==> config.mk <==
export PLATFORM = sky130hd
export DESIGN_NAME = encoder_bldc_commutator_flat
export DESIGN_NICKNAME = d
export VERILOG_FILES = /design/src/rtl/core/ebc_pkg.sv /design/src/rtl/core/ebc_if.sv /design/src/rtl/core/encoder_bldc_commutator.sv /design/src/rtl/core/ebc_cfg.sv /design/src/rtl/core/ebc_div.sv /design/src/flat_wrapper.sv
export SDC_FILE = /design/constraint.sdc
export NUM_CORES = 1
export LEC_CHECK = 0
export BUFFER_PORTS_ARGS = -buffer_cell sky130_fd_sc_hd__buf_2
export CORE_ASPECT_RATIO = 1.25
export CORE_MARGIN = 1
export CORE_UTILIZATION = 54
export CTS_BUF_LIST = sky130_fd_sc_hd__clkbuf_8 sky130_fd_sc_hd__clkbuf_16
export CTS_CLUSTER_SIZE = 40
export DETAILED_ROUTE_END_ITERATION = 16
export PLACE_DENSITY_LB_ADDON = 0.3
export SLEW_MARGIN = 20
export SYNTH_ARGS = -nofsm -noshare
export SYNTH_HDL_FRONTEND = slang
export SYNTH_SLANG_ARGS = --single-unit
==> constraint.sdc <==
create_clock -name clk_i -period 13.06 [get_ports clk_i]
set_clock_uncertainty 0.05 [all_clocks]
set_input_delay 0.653 -clock clk_i [delete_from_list [all_inputs] [get_ports clk_i]]
set_output_delay 0.653 -clock clk_i [all_outputs]
set_load 0.02 [all_outputs]
==> src/rtl/core/ebc_pkg.sv <==
package ebc_pkg;

  // Encoder resolution in counts. Offsets and origins wrap in a word of PosW bits.
  localparam int unsigned EncCounts = 16384;
  localparam int unsigned PosW      = $clog2(EncCounts);
  localparam int unsigned DutyW     = 11;
  localparam int unsigned HalfW     = 13;
  localparam int unsigned MagW      = 10;
  localparam int unsigned StepW     = 3;
  localparam int unsigned PhaseW    = 2;

  // Divider step counter must hold PosW.
  localparam int unsigned CntW = $clog2(PosW + 1);

  localparam logic [MagW-1:0] DutyLimit = MagW'(950);

  // APB register map.
  localparam int unsigned AddrW   = 5;
  localparam int unsigned DataW   = 32;
  localparam int unsigned RegIdxW = 3;

  typedef enum logic [RegIdxW-1:0] {
    RegSignedDuty   = 3'd0,
    RegStartPos     = 3'd1,
    RegStepWidth    = 3'd2,
    RegHalfStep     = 3'd3,
    RegReverseTable = 3'd4,
    RegRunEnable    = 3'd5
  } reg_idx_e;

  localparam logic [DutyW-1:0] RstSignedDuty = '0;
  localparam logic [PosW-1:0]  RstStartPos   = PosW'(9713);
  localparam logic [PosW-1:0]  RstStepWidth  = PosW'(390);
  localparam logic [HalfW-1:0] RstHalfStep   = HalfW'(195);

  // Phase codes.
  localparam logic [PhaseW-1:0] PhaseA = 2'd0;
  localparam logic [PhaseW-1:0] PhaseB = 2'd1;
  localparam logic [PhaseW-1:0] PhaseC = 2'd2;

  // Driven pair codes.
  localparam logic [StepW-1:0] PairAB = 3'd0;
  localparam logic [StepW-1:0] PairAC = 3'd1;
  localparam logic [StepW-1:0] PairBC = 3'd2;
  localparam logic [StepW-1:0] PairBA = 3'd3;
  localparam logic [StepW-1:0] PairCA = 3'd4;
  localparam logic [StepW-1:0] PairCB = 3'd5;

  typedef struct packed {
    logic [DutyW-1:0] signed_duty;
    logic [PosW-1:0]  origin_pos;
    logic [PosW-1:0]  step_width;
    logic [HalfW-1:0] half_step;
    logic             reverse_table;
    logic             run_enable;
  } cfg_t;

  typedef struct packed {
    logic            start;
    logic [PosW-1:0] dividend;
    logic [PosW-1:0] divisor;
  } div_req_t;

  typedef struct packed {
    logic             busy;
    logic [StepW-1:0] q_mod6;
  } div_sts_t;

  // Pair lookup for a step in the reversed table; the forward table is the identity.
  function automatic logic [StepW-1:0] rev_pair(input logic [StepW-1:0] step);
    logic [StepW-1:0] p;
    case (step)
      3'd0:    p = PairCA;
      3'd1:    p = PairBA;
      3'd2:    p = PairBC;
      3'd3:    p = PairAC;
      3'd4:    p = PairAB;
      default: p = PairCB;
    endcase
    return p;
  endfunction

  function automatic logic [PhaseW-1:0] pair_high(input logic [StepW-1:0] pair);
    logic [PhaseW-1:0] ph;
    case (pair)
      PairAB, PairAC: ph = PhaseA;
      PairBC, PairBA: ph = PhaseB;
      default:        ph = PhaseC;
    endcase
    return ph;
  endfunction

  function automatic logic [PhaseW-1:0] pair_low(input logic [StepW-1:0] pair);
    logic [PhaseW-1:0] ph;
    case (pair)
      PairAB, PairCB: ph = PhaseB;
      PairAC, PairBC: ph = PhaseC;
      default:        ph = PhaseA;
    endcase
    return ph;
  endfunction

endpackage

==> src/rtl/core/ebc_if.sv <==
interface ebc_in_if;
  logic                       valid;
  logic                       ready;
  logic [ebc_pkg::PosW-1:0]   encoder_position;

  modport source (output valid, output encoder_position, input ready);
  modport sink   (input valid, input encoder_position, output ready);
endinterface

interface ebc_out_if;
  logic                        valid;
  logic                        ready;
  logic [ebc_pkg::StepW-1:0]   step_index;
  logic [ebc_pkg::PhaseW-1:0]  high_phase;
  logic [ebc_pkg::PhaseW-1:0]  low_phase;
  logic [ebc_pkg::MagW-1:0]    high_duty;
  logic [ebc_pkg::StepW-1:0]   pair_code;
  logic                        commutated;

  modport source (output valid, output step_index, output high_phase, output low_phase,
                  output high_duty, output pair_code, output commutated, input ready);
  modport sink   (input valid, input step_index, input high_phase, input low_phase,
                  input high_duty, input pair_code, input commutated, output ready);
endinterface

==> src/rtl/core/encoder_bldc_commutator.sv <==
// Six-step BLDC commutator driven by an absolute encoder.
// Encoder samples arrive as beats on enc_i (valid/ready). Each sample is
// offset from the commutation origin, divided by the step width, and mapped
// to one of six steps. When running is enabled and the step changes, a new
// high/low phase pair and the clamped duty are latched.
// Every accepted sample yields exactly one result beat on res_o, carrying
// the stored step, the driven pair, its phases, its duty and a flag that
// tells whether this sample commutated.
// A result reaches res_o through the bit-serial restoring divider (one quotient
// bit per cycle), a state in which the sequencer sees the divider finish, and a
// commit state. The input reopens after the commit, so a new sample is not
// accepted before the last one has committed.
// A result sits in an output register, so the next sample can be accepted
// and processed while the receiver stalls; the commit of that next sample
// waits until the held result beat has been taken.
// Configuration is written through the APB port at byte address 4*index.
// Reset clears the step, the pair (AB) and the duty, and loads the register
// reset values; no result is pending after reset.
module encoder_bldc_commutator (
  input  logic                        clk_i,
  input  logic                        rst_ni,
  input  logic                        psel,
  input  logic                        penable,
  input  logic                        pwrite,
  input  logic [ebc_pkg::AddrW-1:0]   paddr,
  input  logic [ebc_pkg::DataW-1:0]   pwdata,
  output logic [ebc_pkg::DataW-1:0]   prdata,
  output logic                        pready,
  ebc_in_if.sink                      enc_i,
  ebc_out_if.source                   res_o
);

  localparam int unsigned PW = ebc_pkg::PosW;
  localparam int unsigned SW = ebc_pkg::StepW;

  typedef enum logic [2:0] {
    StIdle = 3'b001,
    StDiv  = 3'b010,
    StFin  = 3'b100
  } state_e;

  state_e                     state_q, state_d;
  ebc_pkg::cfg_t              cfg;
  ebc_pkg::div_req_t          div_req;
  ebc_pkg::div_sts_t          div_sts;

  // Commutation state.
  logic [SW-1:0]              step_q, step_d;
  logic [SW-1:0]              pair_q, pair_d;
  logic [ebc_pkg::MagW-1:0]   duty_q, duty_d;

  // Result register.
  logic                       out_vld_q, out_vld_d;
  logic [SW-1:0]              out_step_q, out_step_d;
  logic [SW-1:0]              out_pair_q, out_pair_d;
  logic [ebc_pkg::MagW-1:0]   out_duty_q, out_duty_d;
  logic                       out_com_q, out_com_d;

  logic                       fwd_q, fwd_d;
  logic                       forward;
  logic                       in_beat;
  logic                       out_beat;
  logic                       commit;
  logic [PW-1:0]              half_ext;
  logic [PW-1:0]              origin;
  logic [SW:0]                cand_sum;
  logic [SW-1:0]              cand;
  logic                       change;
  logic [ebc_pkg::DutyW-1:0]  duty_abs;
  logic [ebc_pkg::MagW-1:0]   duty_mag;

  ebc_cfg u_cfg (
    .clk_i   (clk_i),
    .rst_ni  (rst_ni),
    .psel    (psel),
    .penable (penable),
    .pwrite  (pwrite),
    .paddr   (paddr),
    .pwdata  (pwdata),
    .prdata  (prdata),
    .pready  (pready),
    .cfg_o   (cfg)
  );

  // Negative duty drives forward; the origin then moves up by the half step,
  // otherwise down, and both wrap around the encoder count.
  assign forward  = cfg.signed_duty[ebc_pkg::DutyW-1];
  assign half_ext = PW'(cfg.half_step);
  assign origin   = forward ? (cfg.origin_pos + half_ext)
                            : (cfg.origin_pos - half_ext);

  assign enc_i.ready = (state_q == StIdle);
  assign in_beat     = enc_i.valid && enc_i.ready;
  assign out_beat    = res_o.valid && res_o.ready;

  assign div_req.start    = in_beat;
  assign div_req.dividend = enc_i.encoder_position - origin;
  // A zero step width behaves as a width of one.
  assign div_req.divisor  = (cfg.step_width == '0) ? PW'(1) : cfg.step_width;

  ebc_div u_div (
    .clk_i  (clk_i),
    .rst_ni (rst_ni),
    .req_i  (div_req),
    .sts_o  (div_sts)
  );

  // Candidate step: quotient plus one going forward, plus three going backward.
  assign cand_sum = {1'b0, div_sts.q_mod6} + (fwd_q ? 4'd1 : 4'd3);
  assign cand     = (cand_sum >= 4'd6) ? SW'(cand_sum - 4'd6) : SW'(cand_sum);
  assign change   = cfg.run_enable && (cand != step_q);

  // Duty magnitude; the most negative code also clamps to the limit.
  assign duty_abs = forward ? (~cfg.signed_duty + 1'b1) : cfg.signed_duty;
  assign duty_mag = (duty_abs > ebc_pkg::DutyW'(ebc_pkg::DutyLimit))
                    ? ebc_pkg::DutyLimit : duty_abs[ebc_pkg::MagW-1:0];

  // The commit waits for the result register to be free.
  assign commit = (state_q == StFin) && (!out_vld_q || res_o.ready);

  always_comb begin
    state_d = state_q;
    fwd_d   = fwd_q;
    unique case (state_q)
      StIdle: begin
        if (in_beat) begin
          fwd_d   = forward;
          state_d = StDiv;
        end
      end
      StDiv: begin
        if (!div_sts.busy) begin
          state_d = StFin;
        end
      end
      StFin: begin
        if (commit) begin
          state_d = StIdle;
        end
      end
      default: state_d = StIdle;
    endcase
  end

  always_comb begin
    step_d = step_q;
    pair_d = pair_q;
    duty_d = duty_q;
    if (commit && change) begin
      step_d = cand;
      pair_d = cfg.reverse_table ? ebc_pkg::rev_pair(cand) : cand;
      duty_d = duty_mag;
    end
  end

  always_comb begin
    out_vld_d  = out_vld_q;
    out_step_d = out_step_q;
    out_pair_d = out_pair_q;
    out_duty_d = out_duty_q;
    out_com_d  = out_com_q;
    if (out_beat) begin
      out_vld_d = 1'b0;
    end
    if (commit) begin
      out_vld_d  = 1'b1;
      out_step_d = step_d;
      out_pair_d = pair_d;
      out_duty_d = duty_d;
      out_com_d  = change;
    end
  end

  always_ff @(posedge clk_i or negedge rst_ni) begin
    if (!rst_ni) begin
      state_q   <= StIdle;
      step_q    <= '0;
      pair_q    <= ebc_pkg::PairAB;
      duty_q    <= '0;
      out_vld_q <= 1'b0;
    end else begin
      state_q   <= state_d;
      step_q    <= step_d;
      pair_q    <= pair_d;
      duty_q    <= duty_d;
      out_vld_q <= out_vld_d;
    end
  end

  always_ff @(posedge clk_i) begin
    fwd_q      <= fwd_d;
    out_step_q <= out_step_d;
    out_pair_q <= out_pair_d;
    out_duty_q <= out_duty_d;
    out_com_q  <= out_com_d;
  end

  assign res_o.valid      = out_vld_q;
  assign res_o.step_index = out_step_q;
  assign res_o.pair_code  = out_pair_q;
  assign res_o.high_phase = ebc_pkg::pair_high(out_pair_q);
  assign res_o.low_phase  = ebc_pkg::pair_low(out_pair_q);
  assign res_o.high_duty  = out_duty_q;
  assign res_o.commutated = out_com_q;

endmodule

==> src/rtl/core/ebc_cfg.sv <==
module ebc_cfg (
  input  logic                        clk_i,
  input  logic                        rst_ni,
  input  logic                        psel,
  input  logic                        penable,
  input  logic                        pwrite,
  input  logic [ebc_pkg::AddrW-1:0]   paddr,
  input  logic [ebc_pkg::DataW-1:0]   pwdata,
  output logic [ebc_pkg::DataW-1:0]   prdata,
  output logic                        pready,
  output ebc_pkg::cfg_t               cfg_o
);

  ebc_pkg::cfg_t                      cfg_q, cfg_d;
  logic                               wr_en;
  logic [ebc_pkg::RegIdxW-1:0]        idx;

  assign pready = 1'b1;
  assign wr_en  = psel && penable && pwrite;
  assign idx    = paddr[ebc_pkg::AddrW-1:2];

  always_comb begin
    cfg_d = cfg_q;
    if (wr_en) begin
      unique case (idx)
        ebc_pkg::RegSignedDuty:   cfg_d.signed_duty    = pwdata[ebc_pkg::DutyW-1:0];
        ebc_pkg::RegStartPos:     cfg_d.origin_pos     = pwdata[ebc_pkg::PosW-1:0];
        ebc_pkg::RegStepWidth:    cfg_d.step_width     = pwdata[ebc_pkg::PosW-1:0];
        ebc_pkg::RegHalfStep:     cfg_d.half_step      = pwdata[ebc_pkg::HalfW-1:0];
        ebc_pkg::RegReverseTable: cfg_d.reverse_table  = pwdata[0];
        ebc_pkg::RegRunEnable:    cfg_d.run_enable     = pwdata[0];
        default: ;
      endcase
    end
  end

  always_comb begin
    unique case (idx)
      ebc_pkg::RegSignedDuty:   prdata = ebc_pkg::DataW'(cfg_q.signed_duty);
      ebc_pkg::RegStartPos:     prdata = ebc_pkg::DataW'(cfg_q.origin_pos);
      ebc_pkg::RegStepWidth:    prdata = ebc_pkg::DataW'(cfg_q.step_width);
      ebc_pkg::RegHalfStep:     prdata = ebc_pkg::DataW'(cfg_q.half_step);
      ebc_pkg::RegReverseTable: prdata = ebc_pkg::DataW'(cfg_q.reverse_table);
      ebc_pkg::RegRunEnable:    prdata = ebc_pkg::DataW'(cfg_q.run_enable);
      default:                  prdata = '0;
    endcase
  end

  always_ff @(posedge clk_i or negedge rst_ni) begin
    if (!rst_ni) begin
      cfg_q.signed_duty    <= ebc_pkg::RstSignedDuty;
      cfg_q.origin_pos     <= ebc_pkg::RstStartPos;
      cfg_q.step_width     <= ebc_pkg::RstStepWidth;
      cfg_q.half_step      <= ebc_pkg::RstHalfStep;
      cfg_q.reverse_table  <= 1'b0;
      cfg_q.run_enable     <= 1'b0;
    end else begin
      cfg_q <= cfg_d;
    end
  end

  assign cfg_o = cfg_q;

endmodule

==> src/rtl/core/ebc_div.sv <==
module ebc_div (
  input  logic               clk_i,
  input  logic               rst_ni,
  input  ebc_pkg::div_req_t  req_i,
  output ebc_pkg::div_sts_t  sts_o
);

  localparam int unsigned W = ebc_pkg::PosW;

  logic                       busy_q, busy_d;
  logic [ebc_pkg::CntW-1:0]   cnt_q, cnt_d;
  logic [W-1:0]               dvd_q, dvd_d;
  logic [W-1:0]               dvs_q, dvs_d;
  logic [W-1:0]               rem_q, rem_d;
  logic [ebc_pkg::StepW-1:0]  qm_q, qm_d;

  logic [W:0]                 shifted;
  logic [W:0]                 trial;
  logic                       qbit;
  logic [ebc_pkg::StepW:0]    qm_dbl;

  // One restoring step per cycle, quotient bits most significant first.
  // The quotient itself is never kept, only its residue modulo six.
  assign shifted = {rem_q, dvd_q[W-1]};
  assign trial   = shifted - {1'b0, dvs_q};
  assign qbit    = !trial[W];
  assign qm_dbl  = {qm_q, qbit};

  always_comb begin
    busy_d = busy_q;
    cnt_d  = cnt_q;
    dvd_d  = dvd_q;
    dvs_d  = dvs_q;
    rem_d  = rem_q;
    qm_d   = qm_q;
    if (req_i.start) begin
      busy_d = 1'b1;
      cnt_d  = ebc_pkg::CntW'(W);
      dvd_d  = req_i.dividend;
      dvs_d  = req_i.divisor;
      rem_d  = '0;
      qm_d   = '0;
    end else if (busy_q) begin
      dvd_d = {dvd_q[W-2:0], 1'b0};
      rem_d = qbit ? trial[W-1:0] : shifted[W-1:0];
      qm_d  = (qm_dbl >= 4'd6) ? ebc_pkg::StepW'(qm_dbl - 4'd6)
                               : ebc_pkg::StepW'(qm_dbl);
      cnt_d = cnt_q - 1'b1;
      if (cnt_q == ebc_pkg::CntW'(1)) begin
        busy_d = 1'b0;
      end
    end
  end

  always_ff @(posedge clk_i or negedge rst_ni) begin
    if (!rst_ni) begin
      busy_q <= 1'b0;
      cnt_q  <= '0;
    end else begin
      busy_q <= busy_d;
      cnt_q  <= cnt_d;
    end
  end

  always_ff @(posedge clk_i) begin
    dvd_q <= dvd_d;
    dvs_q <= dvs_d;
    rem_q <= rem_d;
    qm_q  <= qm_d;
  end

  assign sts_o.busy   = busy_q;
  assign sts_o.q_mod6 = qm_q;

endmodule
==> src/flat_wrapper.sv <==
// flat-port wrapper written by rule: the top's interface ports become plain ports
module encoder_bldc_commutator_flat 
  (clk_i, rst_ni, psel, penable, pwrite, paddr, pwdata, prdata, pready, enc_i_valid, enc_i_encoder_position, enc_i_ready, res_o_valid, res_o_step_index, res_o_high_phase, res_o_low_phase, res_o_high_duty, res_o_pair_code, res_o_commutated, res_o_ready);
  ebc_in_if enc_i_i ();
  ebc_out_if res_o_i ();
  input  logic clk_i;
  input  logic rst_ni;
  input  logic psel;
  input  logic penable;
  input  logic pwrite;
  input  logic [ebc_pkg::AddrW-1:0] paddr;
  input  logic [ebc_pkg::DataW-1:0] pwdata;
  output logic [ebc_pkg::DataW-1:0] prdata;
  output logic pready;
  input wire logic [$bits(enc_i_i.valid)-1:0] enc_i_valid;
  input wire logic [$bits(enc_i_i.encoder_position)-1:0] enc_i_encoder_position;
  output wire logic [$bits(enc_i_i.ready)-1:0] enc_i_ready;
  output wire logic [$bits(res_o_i.valid)-1:0] res_o_valid;
  output wire logic [$bits(res_o_i.step_index)-1:0] res_o_step_index;
  output wire logic [$bits(res_o_i.high_phase)-1:0] res_o_high_phase;
  output wire logic [$bits(res_o_i.low_phase)-1:0] res_o_low_phase;
  output wire logic [$bits(res_o_i.high_duty)-1:0] res_o_high_duty;
  output wire logic [$bits(res_o_i.pair_code)-1:0] res_o_pair_code;
  output wire logic [$bits(res_o_i.commutated)-1:0] res_o_commutated;
  input wire logic [$bits(res_o_i.ready)-1:0] res_o_ready;
  assign enc_i_i.valid = enc_i_valid;
  assign enc_i_i.encoder_position = enc_i_encoder_position;
  assign enc_i_ready = enc_i_i.ready;
  assign res_o_valid = res_o_i.valid;
  assign res_o_step_index = res_o_i.step_index;
  assign res_o_high_phase = res_o_i.high_phase;
  assign res_o_low_phase = res_o_i.low_phase;
  assign res_o_high_duty = res_o_i.high_duty;
  assign res_o_pair_code = res_o_i.pair_code;
  assign res_o_commutated = res_o_i.commutated;
  assign res_o_i.ready = res_o_ready;
  encoder_bldc_commutator u_core (.clk_i(clk_i), .rst_ni(rst_ni), .psel(psel), .penable(penable), .pwrite(pwrite), .paddr(paddr), .pwdata(pwdata), .prdata(prdata), .pready(pready), .enc_i(enc_i_i), .res_o(res_o_i));
endmodule
; After elaboration in Yosys (flattened, before gate mapping)
; Index checks and enable logic that the tools add are counted.
[totals]
latchBits = 0
memories = 0
wordCells = 112
output_inout_bits = 56
in_bits = 58
ramBits = 0
mem_bits_ro = 0
register_bits = 142
[op_classes]
addsub = 9
n_bitwise = 1
n_shift = 0
eq_ne = 21
order_cmp = 3
div = 0
n_mux = 28
reduce_logical = 28
n_mul = 0
[op_table]
columns = operator, count
row1 = case mux 14 bit (6 select lines), 1
row2 = two-way mux 14 bit, 4
row3 = two-way mux 3 bit, 8
row4 = == test 3 x 2 -> 1 bit (second input constant), 7
row5 = two-way mux 10 bit, 2
row6 = == test 3 bit (second input constant), 5
row7 = case mux 3 bit (5 select lines), 1
row8 = subtractor 15 x 14 -> 15 bit, 1
row9 = adder 14 x 13 -> 14 bit, 1
row10 = zero test 14 bit, 1
row11 = AND reduction 2 bit, 7
row12 = subtractor 14 x 13 -> 14 bit, 1
row13 = subtractor 14 bit, 1
row14 = == test 3 x 1 -> 1 bit (second input constant), 4
row15 = adder 11 x 1 -> 11 bit (second input constant), 1
row16 = greater-than comparator 11 x 10 -> 1 bit (second input constant), 1
row17 = two-way mux 11 bit, 1
row18 = NOT 11 bit, 1
row19 = zero test 3 bit, 3
row20 = case mux 3 bit (3 select lines), 1
row21 = greater-or-equal comparator 4 x 3 -> 1 bit (second input constant), 2
row22 = two-way mux 4 bit, 2
row23 = case mux 2 bit (2 select lines), 2
row24 = OR reduction 2 bit, 4
row25 = 14 further kinds, 28

; Logic depth before layout (Yosys ltp)
[logic_depth]
ltp_word = 8
depth_mapped = 21
mapped_depth_nobuf = 21

; Cells and area by module
; From an unflattened synthesis, not the netlist that was laid out.
[hier_totals]
cells_unflattened = 843
area_unflattened_um2 = 8956.1
[by_module_without_submodules]
columns = module, seq_area_each_um2, cells_per_inst, instances, area_each_um2
row1 = encoder_bldc_commutator, 1042.2, 408, 1, 3534.6
row2 = ebc_cfg, 1371.3, 183, 1, 2725.1
row3 = ebc_div, 1306.3, 252, 1, 2696.3

; Worst setup path before layout
; Ideal clock, no wire load.
[synth_timing]
kind = register -> register
from = reg u_core.u_cfg.cfg_q, in the netlist u_core.u_cfg.cfg_o[53]
to = reg u_core.u_div.dvd_q[13], data pin
required_time_ns = 12.858
setup_ns = 0.152
slack_ns = 8.463
t_arrival_ns = 4.394
n_path_buf = 3
path_stages_with_launch = 20
period_less_slack_ns = 4.597
path_cell_list = dfrtp_1 -> clkbuf_1 -> clkbuf_1 -> clkbuf_1 -> mux2_2 -> ha_1 -> a211oi_1 -> o21ai_0 -> a31oi_1 -> o21bai_1 -> a21oi_1 -> xor2_1 -> ha_1 -> nand3_1 -> nand3b_1 -> a21o_1 -> a21o_1 -> a221oi_1 -> xnor3_1 -> o21ai_0
[synth_via]
elab_chain_len = 3
[synth_rtl]
columns = element, line
row1 = from (decl), ebc_cfg.sv:14  ; ebc_pkg::cfg_t cfg_q, cfg_d;
row2 = from (signal assigned), ebc_cfg.sv:58  ; cfg_q <= cfg_d;
row3 = two-way mux 14 bit, encoder_bldc_commutator.sv:89  ; assign origin = forward ? (cfg.origin_pos + half_ext)
row4 = subtractor 14 bit, encoder_bldc_commutator.sv:97  ; assign div_req.dividend = enc_i.encoder_position - origin;
row5 = two-way mux 14 bit, ebc_div.sv:36  ; if (req_i.start) begin
row6 = named net u_core.u_div.dvd_d[13], ebc_div.sv:12  ; logic [W-1:0] dvd_q, dvd_d;
row7 = to (signal assigned), ebc_div.sv:66  ; dvd_q <= dvd_d;
row8 = to (decl), ebc_div.sv:12
; The timed path passes the listed nets, and every way through them passes these cells.
; A chain may end at the register's enable or synchronous reset.

; Final worst setup path
[layout_timing]
from = reg u_core.u_cfg.cfg_q, in the netlist u_core.u_cfg.cfg_o[2]
to = reg u_core.u_div.dvd_q[13], data pin
[layout_via]
elab_chain_len = 4
elab_cells_between_ends = 5
cone_classes = add/sub: 3 / mux: 2
[layout_rtl]
columns = element, line
row1 = subtractor 14 x 13 -> 14 bit or adder 14 x 13 -> 14 bit (tied branches), "encoder_bldc_commutator.sv:90, encoder_bldc_commutator.sv:89"
row2 = two-way mux 14 bit (*), encoder_bldc_commutator.sv:89
row3 = subtractor 14 bit (*), encoder_bldc_commutator.sv:97
row4 = two-way mux 14 bit (*), ebc_div.sv:36
row5 = named net u_core.u_div.dvd_d[13], ebc_div.sv:12
; Mark *: on every way through the listed nets, which the timed path passes. The rest lies on a longest branch.

==> summary.md <==
| Metric | Value |
|---|---|
| Setup Viol. Count Final | 0 |
| CTS clock-pin slew for the worst setup and hold paths | 0.06 ns |
| CP Launch Type | register |
| R2R depth | 18 |
| Achievable clock frequency | 212 MHz |
| Core Area | 0.0161 mm2 |
| Drt drc | 0 |
| Fin crit share | 36.0% |
| Largest net degree at the start of global routing | 80 |
| Peak supply drop | 0.120 mV |
| Worst path top cell family by delay | compound AO/OA/AOI/OAI gates |
| Placed cell area | 0.00930 mm2 |
| Number of synthesis warnings | 0 |
| Post-Synthesis Cells | 873 |
| Clk sinks | 142 |
| Clock buffer depth | 2 |
| Slew margin rel. | between 40 and 50% |
| Max Transition Viols Final | 0 |
| Global Route Usage Sum | 24.1% |
| Hpwl dp | between 10 and 15 mm |
| Die W | roughly 120 um |
| CP arrival | ~4.9 ns |
| Minimum clock period | 4.71 ns |
| Final GP Congestion | 0.807 |
| Sequential share of power | 29.4% |
| Clk root buf | clkbuf_16 |
| #FFs+latches synth | approximately 140 |
| Synth top area cells | dfrtp_1, edfxtp_1, mux2_2, ha_1, dfstp_2 |
| Count of buffer and inverter cells on the critical path | 1 |
| Commonest register cell after synthesis | dfrtp_1 |
| Antenna cells | 0 |
| GRT overflow | 0 |
| Setup CP Type | reg -> reg |
| Max incr delay on CP | 0.55 ns |
| Vias | 6591 |
| Yosys top cell by area | dfrtp_1 |
| Status | finished clean |
| H-tree levels | 4 |
| DRT iter0 DRCs | 401 |
| Die Ht | ~150 um |
| Logic pwr share | 50.6% |
| Fin util | 61.3% |
| Max-Cap Viols | 0 |
| Mapped Area | 0.00887 mm2 |
| Hold crit path type | in -> async |
| Critical Path End Type | register |
| Most frequent cell after synthesis | dfrtp_1 |
| Cts repair resizes | 0 |
| Wire per inst | 16.5 um |
| Leading cell types by count after synthesis | dfrtp_1, mux2_2, o21ai_0 |
| Starting Density | 54.9% |
| Die footprint | 0.0169 mm2 |
| IO buf count | 74 |
| CP required | 13.28 ns |
| WL final | ~19 mm |
| Detail Route Antenna Nets | 0 |
| Seq/Total Area, Yosys | 42.0% |
| Internal | 1.42 mW |
| First-pass GRT wire length | 31.5 mm |
| Final hold vios | 0 |
| Max FO, Critical Path | 5 |
| RR Endpoint | u_core.u_div.dvd_q[13] |
| DRT Pass-1 Iters | 5 |
| Sw frac | 39.7% |
| Area Growth Syn to Fin | 11.5% |
| Leak | about 4.4 nW |
| CP max-delay cell | dfstp_2 |
| TritonCTS clock tree | built |
| Final nets | 1033 |
| RSZ-0062 raised after global routing | false |
| Vias per cell | 5.73 |
| Pwr dens | 237 mW/mm2 |
| Antenna violations before repair | 0 |
| Ports | 114 |
| Final Instance Area | between 0.009 and 0.01 mm2 |
| Cts hold-fix bufs | 0 |
| Clk pwr share | 20.0% |
| Layout cells sized above 1 | 22.7% |
| R2r setup slk | 8.35 ns |
| P_sw | 931 uW |
| Setup TNS | 0 ns |
| Worst-Skew Late Latency | 0.42 ns |
| Worst path cell trace | inv_1 > ha_1 > mux2_2 > ha_1 > a211oi_1 > o21ai_0 > a31oi_1 > o21bai_1 > a21oi_1 > xor2_1 > ha_1 > nand3_1 > nand3b_1 > a21o_1 > a21o_1 > a221oi_1 > xnor3_1 > o21ai_0 |
| Number of setup buffers added after CTS | 0 |
| Post-synth EDFFs | 46 |
| Distinct cells, synth | 74 |
| Vias in the first global route | 6319 |
| Avg Cell Area, Syn | 10.2 um2 |
| # rows | 52 |
| Worst r2r src | u_core.u_cfg.cfg_o[2] |
| Asr flop ratio synth | 55.6% |
| CTS buffer count | 17 |
| Worst Tran Pin Value | 0.845 ns |
| Yosys top cell area share | ~17% |
| Most common cell on crit path | ha_1 |
## placed cells by master, fill, tap and decap left out, types with 9 or more instances in the layout
master,count
nor2_1,47
xnor2_1,33
mux4_2,10
dfrtp_1,62
o21ai_0,57
buf_2,73
ha_1,49
conb_1,19
a31oi_1,10
o21a_1,12
nand3_1,9
edfxtp_1,46
inv_1,52
nor2b_1,25
nand2_1,56
dfstp_2,17
a21o_1,12
xor2_1,22
a21oi_1,42
nor3_1,17
dfxtp_1,17
mux2i_1,11
mux2_2,57
nand2b_1,11
clkbuf_16,18
## layer usage
layer  GRT usage [%]  vias to the layer above  wire [um]
met5               0                        -          0
met4            7.78                        0        342
met3            4.64                       26        690
met2            39.7                      134       9760
met1            31.8                     3246       8210
li1                -                     3185          -
## stage by stage
step                      hold slack, ns  setup slack, ns  instances  total power [mW]
after floorplan                    0.307             8.46        890              1.65
after global placement             0.409             8.36       1119              1.84
after detailed placement           0.416             8.37       1119              1.87
after CTS                          0.388             8.31       1151              2.36
after global routing               0.275             7.98       1151              2.53
final                              0.192             8.35       1151              2.35
## worst reg2reg max path, cell delays in order, from the launching register on
cell,delay [ns]
dfstp_2,0.55
inv_1,0.06
ha_1,0.27
mux2_2,0.29
ha_1,0.29
a211oi_1,0.29
o21ai_0,0.19
a31oi_1,0.28
o21bai_1,0.10
a21oi_1,0.18
xor2_1,0.20
ha_1,0.31
nand3_1,0.13
nand3b_1,0.08
a21o_1,0.19
a21o_1,0.18
a221oi_1,0.32
xnor3_1,0.45
o21ai_0,0.14
## sequential cells by signal, indices dropped and copies added (netlist names), 3 cells and up
name,cells
u_core.duty_q,10
u_core.pair_q,3
u_core.res_o.high_duty,10
u_core.res_o.pair_code,3
u_core.res_o.step_index,3
u_core.state_q,3
u_core.step_q,3
u_core.u_cfg.cfg_o,54
u_core.u_div.cnt_q,4
u_core.u_div.dvd_q,14
u_core.u_div.dvs_q,14
u_core.u_div.qm_q,3
u_core.u_div.rem_q,14
## power groups by stage
stage | Combinational, mW | Sequential, mW | Clock [mW]
6_report | 1.19 | 0.690 | 0.470
3_5_place_dp | 1.18 | 0.694 | 0
2_1_floorplan | 0.999 | 0.652 | 0
4_1_cts | 1.19 | 0.688 | 0.476
3_3_place_gp | 1.15 | 0.690 | 0
5_1_grt | 1.34 | 0.702 | 0.494
## worst max-delay path by stage
stage,from,cells after the start,end
after global routing,u_core.u_cfg.cfg_o[2],18,u_core.u_div.dvd_q[13]
after global placement,u_core.u_cfg.cfg_o[2],18,u_core.u_div.dvd_q[13]
after floorplan,u_core.u_cfg.cfg_o[53],19,u_core.u_div.dvd_q[13]
after detailed placement,u_core.u_cfg.cfg_o[2],18,u_core.u_div.dvd_q[13]
after CTS,u_core.u_cfg.cfg_o[2],18,u_core.u_div.dvd_q[13]
final,u_core.u_cfg.cfg_o[2],18,u_core.u_div.dvd_q[13]
## final cells by class
cell class                 count  area (um2)
clock inverter                12        97.6
fill                        1381        6250
tap                          216         270
inverter                      53         199
timing repair buffer          80         422
multi-input combinational    628        4700
clock buffer                  20         478
sequential                   142        3720
## cells by family (layout without fill, tap and decap cells)
family,after synthesis,after routing,share of synthesized area [%]
muxes,78,78,11.0
other,2,19,0.0847
AOI/OAI and AO/OA,194,194,14.0
adders and majority gates,53,53,7.82
and+or+nand+nor,228,228,13.3
buffers and inverters,120,165,6.11
DFF,142,142,42.0
xor gates and xnor gates,56,56,5.69
(Power assumes the default switching activity.)
